### src/rtl/core/stable_priority_queue_unit_assert.svh
// ----------------------------------------------------------------------------
// Assertion macros for the stable priority queue unit.
// Both macros wrap a concurrent assertion with a label and an error message.
// ----------------------------------------------------------------------------
`ifndef STABLE_PRIORITY_QUEUE_UNIT_ASSERT_SVH
`define STABLE_PRIORITY_QUEUE_UNIT_ASSERT_SVH

// Assertion that is switched off while reset is applied.
`define SPQ_ASSERT_RST(lbl, clk, rstn, prop, msg) \
  lbl: assert property (@(posedge clk) disable iff (!rstn) prop) else $error(msg);

// Assertion that is checked at every edge, reset included.
`define SPQ_ASSERT_ALWAYS(lbl, clk, prop, msg) \
  lbl: assert property (@(posedge clk) prop) else $error(msg);

`endif

### src/rtl/core/spq_pkg.sv
// ----------------------------------------------------------------------------
// spq_pkg
// Types and codes shared by the stable priority queue controller, datapath
// and top level.
// ----------------------------------------------------------------------------
package spq_pkg;

  localparam int unsigned JobW   = 16;
  localparam int unsigned ValW   = 8;
  localparam int unsigned PriW   = 9;
  localparam int unsigned OccW   = 5;
  localparam int unsigned StatW  = 2;

  // Operation codes of an input item.
  localparam logic OP_ENQUEUE = 1'b0;
  localparam logic OP_DEQUEUE = 1'b1;

  // Status codes of a result item.
  localparam logic [StatW-1:0] STAT_ENQUEUED = 2'd0;
  localparam logic [StatW-1:0] STAT_DEQUEUED = 2'd1;
  localparam logic [StatW-1:0] STAT_EMPTY    = 2'd2;
  localparam logic [StatW-1:0] STAT_DROPPED  = 2'd3;

  typedef struct packed {
    logic            op;
    logic [JobW-1:0] job_in;
    logic [ValW-1:0] depth_in;
    logic [ValW-1:0] traffic_in;
  } in_item_t;

  typedef struct packed {
    logic [StatW-1:0] status;
    logic [JobW-1:0]  job_out;
    logic [ValW-1:0]  depth_out;
    logic [ValW-1:0]  traffic_out;
    logic [PriW-1:0]  priority_out;
    logic [OccW-1:0]  occupancy;
    logic             now_empty;
  } out_item_t;

  // Contents of one storage slot.
  typedef struct packed {
    logic [JobW-1:0] job;
    logic [ValW-1:0] depth;
    logic [ValW-1:0] traffic;
    logic [PriW-1:0] prio;
  } slot_t;

  // Commands from the controller to the datapath.
  typedef struct packed {
    logic             insert;
    logic             remove;
    logic             load;
    logic [StatW-1:0] status;
  } spq_cmd_t;

  // Status from the datapath to the controller.
  typedef struct packed {
    logic empty;
    logic full;
  } spq_stat_t;

endpackage

### src/rtl/core/spq_ctrl.sv
// ----------------------------------------------------------------------------
// spq_ctrl
// Handshake controller: tracks whether a result is waiting in the output
// register and turns each accepted item into datapath commands.
// ----------------------------------------------------------------------------
module spq_ctrl (
  input  logic              clk_i,
  input  logic              rst_ni,
  input  logic              in_valid_i,
  input  logic              in_op_i,
  input  logic              out_stall_i,
  input  spq_pkg::spq_stat_t stat_i,
  output logic              in_stall_o,
  output logic              out_valid_o,
  output spq_pkg::spq_cmd_t cmd_o
);

  typedef enum logic [1:0] {
    S_IDLE = 2'b01,
    S_HOLD = 2'b10
  } state_e;

  state_e state_q, state_d;
  logic   accept;

  // The output register only blocks new items while its result is stalled.
  assign in_stall_o  = (state_q == S_HOLD) && out_stall_i;
  assign out_valid_o = (state_q == S_HOLD);
  assign accept      = in_valid_i && !in_stall_o;

  always_comb begin
    state_d = state_q;
    case (state_q)
      S_IDLE: begin
        if (accept) begin
          state_d = S_HOLD;
        end
      end
      S_HOLD: begin
        if (!accept && !out_stall_i) begin
          state_d = S_IDLE;
        end
      end
      default: begin
        state_d = S_IDLE;
      end
    endcase
  end

  always_comb begin
    cmd_o.load   = accept;
    cmd_o.insert = accept && (in_op_i == spq_pkg::OP_ENQUEUE) && !stat_i.full;
    cmd_o.remove = accept && (in_op_i == spq_pkg::OP_DEQUEUE) && !stat_i.empty;
    if (in_op_i == spq_pkg::OP_ENQUEUE) begin
      cmd_o.status = stat_i.full ? spq_pkg::STAT_DROPPED : spq_pkg::STAT_ENQUEUED;
    end else begin
      cmd_o.status = stat_i.empty ? spq_pkg::STAT_EMPTY : spq_pkg::STAT_DEQUEUED;
    end
  end

  always_ff @(posedge clk_i or negedge rst_ni) begin
    if (!rst_ni) begin
      state_q <= S_IDLE;
    end else begin
      state_q <= state_d;
    end
  end

endmodule

### src/rtl/core/spq_dpath.sv
// ----------------------------------------------------------------------------
// spq_dpath
// Sorted slot array built as a row of cells, the job count and the output
// register. Every cell compares its priority with the new job in parallel.
// ----------------------------------------------------------------------------
module spq_dpath #(
  parameter int unsigned CAPACITY = 16
) (
  input  logic                clk_i,
  input  logic                rst_ni,
  input  spq_pkg::spq_cmd_t   cmd_i,
  input  spq_pkg::in_item_t   item_i,
  output spq_pkg::spq_stat_t  stat_o,
  output spq_pkg::out_item_t  item_o
);

  localparam int unsigned CntW = $clog2(CAPACITY + 1);

  spq_pkg::slot_t     slot_q [CAPACITY];
  spq_pkg::slot_t     slot_d [CAPACITY];
  spq_pkg::slot_t     new_slot;
  logic [CAPACITY-1:0] keep;
  logic [CntW-1:0]    count_q, count_d;
  spq_pkg::out_item_t out_q, out_d;

  always_comb begin
    new_slot.job     = item_i.job_in;
    new_slot.depth   = item_i.depth_in;
    new_slot.traffic = item_i.traffic_in;
    new_slot.prio    = spq_pkg::PriW'(item_i.depth_in) + spq_pkg::PriW'(item_i.traffic_in);
  end

  // A cell keeps its job on insert when it is occupied and its priority is
  // at least the new one. The list is sorted, so keep is a prefix.
  for (genvar i = 0; i < CAPACITY; i++) begin : g_cell
    assign keep[i] = (CntW'(i) < count_q) && (slot_q[i].prio >= new_slot.prio);

    always_comb begin
      slot_d[i] = slot_q[i];
      if (cmd_i.insert) begin
        if (!keep[i]) begin
          if (i == 0) begin
            slot_d[i] = new_slot;
          end else if (keep[(i == 0) ? 0 : i - 1]) begin
            slot_d[i] = new_slot;
          end else begin
            slot_d[i] = slot_q[(i == 0) ? 0 : i - 1];
          end
        end
      end else if (cmd_i.remove) begin
        slot_d[i] = slot_q[(i == CAPACITY - 1) ? i : i + 1];
      end
    end

    always_ff @(posedge clk_i) begin
      slot_q[i] <= slot_d[i];
    end
  end

  always_comb begin
    count_d = count_q;
    if (cmd_i.insert) begin
      count_d = count_q + CntW'(1);
    end else if (cmd_i.remove) begin
      count_d = count_q - CntW'(1);
    end
  end

  always_comb begin
    out_d.status       = cmd_i.status;
    out_d.job_out      = '0;
    out_d.depth_out    = '0;
    out_d.traffic_out  = '0;
    out_d.priority_out = '0;
    if (cmd_i.remove) begin
      out_d.job_out      = slot_q[0].job;
      out_d.depth_out    = slot_q[0].depth;
      out_d.traffic_out  = slot_q[0].traffic;
      out_d.priority_out = slot_q[0].prio;
    end
    out_d.occupancy = spq_pkg::OccW'(count_d);
    out_d.now_empty = (count_d == '0);
  end

  always_ff @(posedge clk_i or negedge rst_ni) begin
    if (!rst_ni) begin
      count_q <= '0;
    end else begin
      count_q <= count_d;
    end
  end

  always_ff @(posedge clk_i) begin
    if (cmd_i.load) begin
      out_q <= out_d;
    end
  end

  assign stat_o.empty = (count_q == '0);
  assign stat_o.full  = (count_q == CntW'(CAPACITY));
  assign item_o       = out_q;

endmodule

### src/rtl/core/stable_priority_queue_unit.sv
// ----------------------------------------------------------------------------
// stable_priority_queue_unit
// Bounded priority queue of jobs kept sorted by depth plus traffic; equal
// priorities leave in arrival order.
//
//   Channel | Direction | Handshake              | Payload
//   --------+-----------+------------------------+-----------------------
//   in      | input     | in_valid_i / in_stall_o | spq_pkg::in_item_t
//   out     | output    | out_valid_o / out_stall_i | spq_pkg::out_item_t
//
// For each item, all cells compare against the new priority at once and
// shift in the same edge; the result is registered and appears in the next cycle.
// A new item is taken every cycle unless the waiting result is stalled.
// Reset empties the queue; slot contents are not cleared.
// A stalled result holds its value and blocks the input until taken.
// ----------------------------------------------------------------------------
`include "stable_priority_queue_unit_assert.svh"

module stable_priority_queue_unit #(
  parameter int unsigned CAPACITY = 16
) (
  input  logic               clk_i,
  input  logic               rst_ni,
  input  logic               in_valid_i,
  output logic               in_stall_o,
  input  spq_pkg::in_item_t  in_item_i,
  output logic               out_valid_o,
  input  logic               out_stall_i,
  output spq_pkg::out_item_t out_item_o
);

  spq_pkg::spq_cmd_t  cmd;
  spq_pkg::spq_stat_t stat;

  spq_ctrl u_ctrl (
    .clk_i       (clk_i),
    .rst_ni      (rst_ni),
    .in_valid_i  (in_valid_i),
    .in_op_i     (in_item_i.op),
    .out_stall_i (out_stall_i),
    .stat_i      (stat),
    .in_stall_o  (in_stall_o),
    .out_valid_o (out_valid_o),
    .cmd_o       (cmd)
  );

  spq_dpath #(
    .CAPACITY (CAPACITY)
  ) u_dpath (
    .clk_i  (clk_i),
    .rst_ni (rst_ni),
    .cmd_i  (cmd),
    .item_i (in_item_i),
    .stat_o (stat),
    .item_o (out_item_o)
  );

  // A dropped enqueue changes nothing, so the queue is still full.
  `SPQ_ASSERT_RST(a_drop_full, clk_i, rst_ni,
    (out_valid_o && (out_item_o.status == spq_pkg::STAT_DROPPED)) |-> stat.full,
    "dropped enqueue reported while queue not full")

  // A dequeue on empty leaves the queue empty.
  `SPQ_ASSERT_RST(a_deq_empty, clk_i, rst_ni,
    (out_valid_o && (out_item_o.status == spq_pkg::STAT_EMPTY)) |-> stat.empty,
    "empty dequeue reported while queue holds jobs")

  // An enqueue that fits shows up as stored in the next result.
  `SPQ_ASSERT_RST(a_enq_stored, clk_i, rst_ni,
    (in_valid_i && !in_stall_o && (in_item_i.op == spq_pkg::OP_ENQUEUE) && !stat.full)
      |=> (out_valid_o && (out_item_o.status == spq_pkg::STAT_ENQUEUED) && !stat.empty),
    "accepted enqueue not reported as stored")

  // The queue can never be empty and full at once. The count may still be
  // unknown while reset is applied, so every edge in reset is let through.
  `SPQ_ASSERT_ALWAYS(a_empty_full, clk_i,
    !rst_ni || !(stat.empty && stat.full),
    "queue flagged empty and full together")

endmodule
### config.mk
export PLATFORM = sky130hd
export DESIGN_NAME = stable_priority_queue_unit
export DESIGN_NICKNAME = d
export VERILOG_FILES = /design/src/rtl/core/spq_pkg.sv /design/src/rtl/core/spq_ctrl.sv /design/src/rtl/core/spq_dpath.sv /design/src/rtl/core/stable_priority_queue_unit.sv
export VERILOG_INCLUDE_DIRS = /design/src /design/src/rtl/core
export SDC_FILE = /design/constraint.sdc
export NUM_CORES = 2
export LEC_CHECK = 0
export ABC_AREA = 1
export BUFFER_PORTS_ARGS = -buffer_cell sky130_fd_sc_hd__buf_2
export CORE_ASPECT_RATIO = 0.9
export CORE_MARGIN = 3
export CORE_UTILIZATION = 65
export CTS_BUF_LIST = sky130_fd_sc_hd__clkbuf_2
export CTS_CLUSTER_SIZE = 20
export DETAILED_ROUTE_END_ITERATION = 10
export GPL_ROUTABILITY_DRIVEN = 0
export HOLD_SLACK_MARGIN = 0.08
export PLACE_DENSITY = 0.82
export SKIP_LAST_GASP = 1
export SLEW_MARGIN = 40
export SYNTH_ARGS = -nofsm -noshare
export SYNTH_HDL_FRONTEND = slang
export SYNTH_HIERARCHICAL = 1
export SYNTH_SLANG_ARGS = --single-unit
### constraint.sdc
create_clock -name clk_i -period 5 [get_ports clk_i]
set_clock_uncertainty 0.05 [all_clocks]
set_input_delay 0.25 -clock clk_i [delete_from_list [all_inputs] [get_ports clk_i]]
set_output_delay 0.25 -clock clk_i [all_outputs]
set_load 0.1 [all_outputs]
Word level (Yosys, flattened, before mapping)
Memories as Yosys holds them, arrays and structs flattened.
Cells that the tools add are included.
{"block": "word_totals", "out_inout_bits": 51, "in_bits": 37, "reg_bits": 56, "mem_bits_rw": 656, "mem_count": 1}
{"memory": "u_dpath.slot_q", "words": 16, "width": 41, "rd": 16, "rd_ports_with_merged_regs": 0, "write_ports": 16, "line": "spq_dpath.sv:19", "rtl": "spq_pkg::slot_t slot_q [CAPACITY];"}
{"block": "op_classes", "n_addsub": 3, "n_lt_le_gt_ge": 32, "mux": 70, "n_reduce_logical": 31, "bitwise_logic": 1, "eq_ne": 5}
{"operator": "two-way mux 41 bit", "n": 62}
{"operator": "greater-or-equal comparator 9 bit", "n": 16}
{"operator": "less-than comparator 4 x 5 -> 1 bit, first input constant", "n": 8}
{"operator": "logical AND 1 bit", "n": 23}
{"operator": "less-than comparator 3 x 5 -> 1 bit, first input constant", "n": 4}
{"operator": "zero test 5 bit", "n": 2}
{"operator": "less-than comparator 1 x 5 -> 1 bit, first input constant", "n": 2}
{"operator": "less-than comparator 2 x 5 -> 1 bit, first input constant", "n": 2}
{"operator": "two-way mux 2 bit", "n": 5}
{"operator": "two-way mux 5 bit", "n": 2}
{"operator": "adder 8 x 8 -> 9 bit", "n": 1}
{"operator": "adder 5 x 1 -> 5 bit, second input constant", "n": 1}
{"operator": "== test 5 bit, second input constant", "n": 1}
{"operator": "zero test 1 bit", "n": 5}
{"operator": "subtractor 5 x 1 -> 5 bit, second input constant", "n": 1}
{"operator": "inequality test 2 x 1 -> 1 bit, second input constant", "n": 2}
{"operator": "one-hot mux 2 bit (2 select lines)", "n": 1}
{"operator": "== test 2 x 1 -> 1 bit, second input constant", "n": 1}
{"operator": "== test 2 bit, second input constant", "n": 1}
{"operator": "AND reduction 2 bit", "n": 1}
{"operator": "inverter 1 bit", "n": 1}

Longest topological paths before layout
{"block": "depth", "ltp_word": 9, "ltp_mapped": 26, "mapped_depth_nobuf": 25}

Hierarchy
The synthesis kept the hierarchy.
{"module": "spq_dpath", "instances": 1, "area_each_um2": 40915.5, "seq_area_each_um2": 21295.4, "cells_each": 5407}
{"module": "spq_ctrl", "instances": 1, "area_each_um2": 152.6, "seq_area_each_um2": 51.3, "cells_each": 25}

Worst setup path before layout
No wires, ideal clock.
{"block": "synth_timing", "kind": "input port to flip-flop", "start": "input port in_item_i[5] (netlist name)", "end": "memory u_dpath/slot_q[1][287] (netlist name) (enable)", "setup_slack_ps": -25, "required_time_ps": 4497, "n_path_buf": 1, "stages": 11, "arrival_ps": 4522, "cell_sequence": "ha_1 a21oi_1 nand3_1 nand2_2 buf_4 nand2_1 a21oi_1 ha_1 o21ai_0 o21bai_1 a21oi_1"}
{"element": "start, declared", "line": "stable_priority_queue_unit.sv:26", "rtl": "input spq_pkg::in_item_t in_item_i,"}
{"element": "end, declared", "line": "spq_dpath.sv:19"}

==> parameters.txt <==
Parameter                              Value

Logic synthesis
  Top post-synthesis cells by area ... sky130_fd_sc_hd__edfxtp_1, sky130_fd_sc_hd__nand2_1, sky130_fd_sc_hd__inv_1, sky130_fd_sc_hd__ha_1, sky130_fd_sc_hd__clkbuf_1
  Post-synth top area share ... 51.5%
  Yosys top cell by area ... sky130_fd_sc_hd__edfxtp_1
  Ys async rst share ... 0.983%
  Number of nets produced by synthesis ... 5594
  Syn Area/Cell ... 7.56 um2
  Total of flip-flops plus latches after synthesis ... 712
  Cell with the most instances after synthesis ... sky130_fd_sc_hd__nand2_1
  EDFF count, synth ... 705
  Synth cell count leaders ... sky130_fd_sc_hd__nand2_1, sky130_fd_sc_hd__inv_1, sky130_fd_sc_hd__edfxtp_1
  Number of instances in the synthesized netlist ... 5432
  Fraction of the yosys area taken by sequential cells ... 52.0%
  Dominant register cell in the synthesized netlist ... sky130_fd_sc_hd__edfxtp_1
  Yosys Warn Count ... 6
  Combined area of all synthesized cells ... slightly above 0.04 mm2
  Distinct cell type count after synthesis ... 38

Die
  Die X ... 271 um
  Number of standard-cell rows in the floorplan ... between 80 and 90
  Die span in y ... about 240 um
  DIE AREA ... roughly 0.066 mm2
  I/O pin count ... 88
  Initial cell density of the core ... 66.4%
  Area of the core region ... roughly 0.062 mm2

Power and ir drop
  Switching part of the total ... 43.8%
  Cell-internal power ... 0.0136 W
  Net switching component of the power ... 0.0106 W
  Power share of the sequential group ... 42.3%
  Worst IR Drop VDD ... 0.000396 V
  Clock network fraction of total power ... 16.8%
  Pwr per Cell Area ... 544 mW/mm2
  Total chip power ... 0.0241 W
  Static power due to leakage ... 26.0 nW
  Comb power frac ... 41.0%

Critical path
  Register-to-Register Setup Slack ... 960 ps
  Maximum single-stage delay on the critical path ... 590 ps
  Type of origin of the critical path ... input pin
  Data required time at the worst endpoint ... 5940 ps
  Data arrival time of the critical path ... 5670 ps
  Critical path peak fanout ... 16
  Setup CP Type ... input pin to flop
  Cell occurring most often along the worst timing path ... sky130_fd_sc_hd__nand2_1
  Endpoint kind of the worst setup timing path ... flop
  Crit-path slowest cell ... sky130_fd_sc_hd__dlygate4sd3_1

Flow run
  Max-Cap Viols ... 0

Global routing
  GRT Residual Overflow ... 0
  Number of global-route vias before repair ... 33700
  Initial antenna violation count ... 2
  Total GRT Usage ... 34.4%
  Wire length of the first global-routing pass ... 180000 um
  Largest net degree at the start of global routing ... 146

Timing
  Setup repair after global routing missed its margin ... false
  Min setup slack post-route ... 273 ps
  Slew @ Worst Pin ... 937 ps
  Final-report hold violation count ... 0
  Worst relative slew slack ... around 38%
  Sum Neg Setup Slack ... 0 ps
  Number of endpoints failing setup at the final stage ... 0
  Count of pins over their slew limit ... 0
  Min Clock Period, post-route ... 4730 ps
  Fmax ... 212 MHz
  Period utilization ... between 90% and 100%

Placed design
  Worst setup timing slack at the placement stage ... 571 ps
  Number of buffers added on ports ... 87
  Post-DP HPWL ... slightly above 70000 um

Min path
  Path class of the lowest-slack min-delay path ... input pin to flop

Final layout
  Final Core Density ... 71.6%
  Number of nets in the layout ... 5753
  Synth-to-layout area growth ... 7.83%
  Multi-input logic area ... 0.0157 mm2
  Storage element area ... roughly 0.021 mm2
  Fillers ... 4786
  Proportion of layout cells with a drive suffix above 1 ... 8.67%

Route
  Routed len/inst ... around 18 um
  Total wire length after detailed routing ... 115000 um
  Iteration count of the initial detailed-routing pass ... 6
  Vias per Instance ... about 5.5
  Starting DRC count in detailed routing ... about 5400
  Vias ... ~36000
  Post-route DRC violation count ... 0
  Count of antenna-violating nets left after detailed routing ... 0

CTS
  Clock slew at the register clock pins of the worst setup and hold paths ... 100 ps
  Root buffer cell ... sky130_fd_sc_hd__clkbuf_2
  Clk sink count ... a little over 700
  Clock tree from TritonCTS ... built
  Maximum root-to-sink buffer count ... 3
  Inserted Clock Buffers ... 178
  Clock latency on the worst-skew pair ... ~1400 ps
  CTS HTree Levels ... 4

Outcome
  Run status ... completed
## worst paths after layout
check / start / endpoint / depth (start not counted)
setup / recovery: in_item_i[10] / u_dpath/slot_q[0][232]$_DFFE_PP_ / 26
hold / removal: in_valid_i / u_ctrl/state_q[1]$_DFFE_PN0P_ / 5
setup reg to reg: u_dpath/count_q[0]$_DFF_PN0_ / u_dpath/slot_q[1][320]$_DFFE_PP_ / 11
hold reg to reg: u_dpath/slot_q[0][145]$_DFFE_PP_ / u_dpath/slot_q[0][104]$_DFFE_PP_ / 2
max in group asynchronous: rst_ni / u_ctrl/state_q[0]$_DFFE_PN1P_ / 4
min in group asynchronous: rst_ni / u_dpath/count_q[0]$_DFF_PN0_ / 4
## sequential cells by signal, indices dropped and copies added (netlist names)
name             cells
u_dpath/slot_q     656
u_dpath/item_o      49
u_dpath/count_q      5
u_ctrl/state_q       2
## power by group through the flow
stage / Clock, W / Sequential, W / Combinational [W]
final: 0.00405 / 0.0102 / 0.00987
after global routing: 0.00439 / 0.0103 / 0.0110
after CTS: 0.00408 / 0.0101 / 0.00958
after detailed placement: 0 / 0.0102 / 0.00946
after global placement: 0 / 0.0102 / 0.00915
after floorplan: 0 / 0.0104 / 0.00664
## logic make-up (layout without fill, tap and decap cells)
family | Yosys count | count (layout) | share of synthesized area [%]
compound gates | 101 | 101 | 1.31
xor+xnor | 6 | 6 | 0.128
buf+inv | 989 | 1256 | 10.0
flops | 712 | 712 | 52.0
other cells | 0 | 4 | 0
simple gates | 3499 | 3499 | 32.7
fa+ha+maj | 125 | 125 | 3.83
## metal layers
layer	up-vias	part of all wire, %	GRT usage (%)	wire [um]
met5	-	0	0	0
met4	0	3.3	13.3	3840
met2	2797	42	49.6	47700
met1	15900	40	49.8	46400
li1	16900	-	-	-
met3	342	15	9.23	17000
## cell usage in the layout, fill, tap and decap left out, types with 2 or more instances in the layout
cell type,Yosys,layout
sky130_fd_sc_hd__diode_2,0,4
sky130_fd_sc_hd__buf_2,71,87
sky130_fd_sc_hd__xor2_1,5,5
sky130_fd_sc_hd__nand2_1,3332,3313
sky130_fd_sc_hd__bufinv_16,0,5
sky130_fd_sc_hd__nor2_1,36,34
sky130_fd_sc_hd__a21oi_2,2,2
sky130_fd_sc_hd__nor2_4,0,2
sky130_fd_sc_hd__o21bai_1,2,2
sky130_fd_sc_hd__and2_1,2,2
sky130_fd_sc_hd__nand3b_1,14,14
sky130_fd_sc_hd__nand4_1,2,2
sky130_fd_sc_hd__clkinv_1,0,11
sky130_fd_sc_hd__a21oi_1,38,37
sky130_fd_sc_hd__inv_1,735,730
sky130_fd_sc_hd__o21ai_0,50,50
sky130_fd_sc_hd__nor3_1,2,2
sky130_fd_sc_hd__dlygate4sd3_1,0,78
sky130_fd_sc_hd__edfxtp_1,705,705
sky130_fd_sc_hd__o211ai_1,2,2
sky130_fd_sc_hd__clkbuf_2,0,268
sky130_fd_sc_hd__nand3_1,79,79
sky130_fd_sc_hd__buf_12,0,11
sky130_fd_sc_hd__inv_2,2,6
sky130_fd_sc_hd__ha_1,124,123
sky130_fd_sc_hd__buf_4,8,55
sky130_fd_sc_hd__o21a_1,2,2
sky130_fd_sc_hd__dfrtp_1,6,6
sky130_fd_sc_hd__nand2_4,12,12
sky130_fd_sc_hd__nand2_2,16,35
sky130_fd_sc_hd__clkinvlp_4,0,2
## metrics by stage
stage | cells | area (um2) | hold slack, ps
final | 6539 | 44300 | 226
after global routing | 6537 | 44300 | 147
after CTS | 6534 | 44200 | 80.3
after detailed placement | 6168 | 41900 | 39.5
after global placement | 6168 | 41900 | 34.2
after floorplan | 5432 | 41100 | -95.6
## worst max-delay path, delay by kind of cell
family                     cells  cell delay, ps
buffers and inverters          7            2880
and+or+nand+nor               16            1700
adders and majority gates      2             700
AOI/OAI and AO/OA              1             110
## what timing repair did
item / CTS / global route
resized for setup: 0 / 1
hold endpoints to repair: 755 / 0
setup buffers: 0 / 1
hold buffers: 78 / 0
setup endpoints to repair: 0 / 1135
## cell type report
class | count | area share, %
flip-flops and latches | 712 | 48.2
multi-input cells | 3731 | 35.4
inverters | 737 | 6.28
repair buffers | 231 | 4.18
clock buffers | 268 | 3.03
well taps | 836 | 2.36
clock inverters | 20 | 0.489
diodes | 4 | 0.0226
Power figures use the tool's default switching activity.
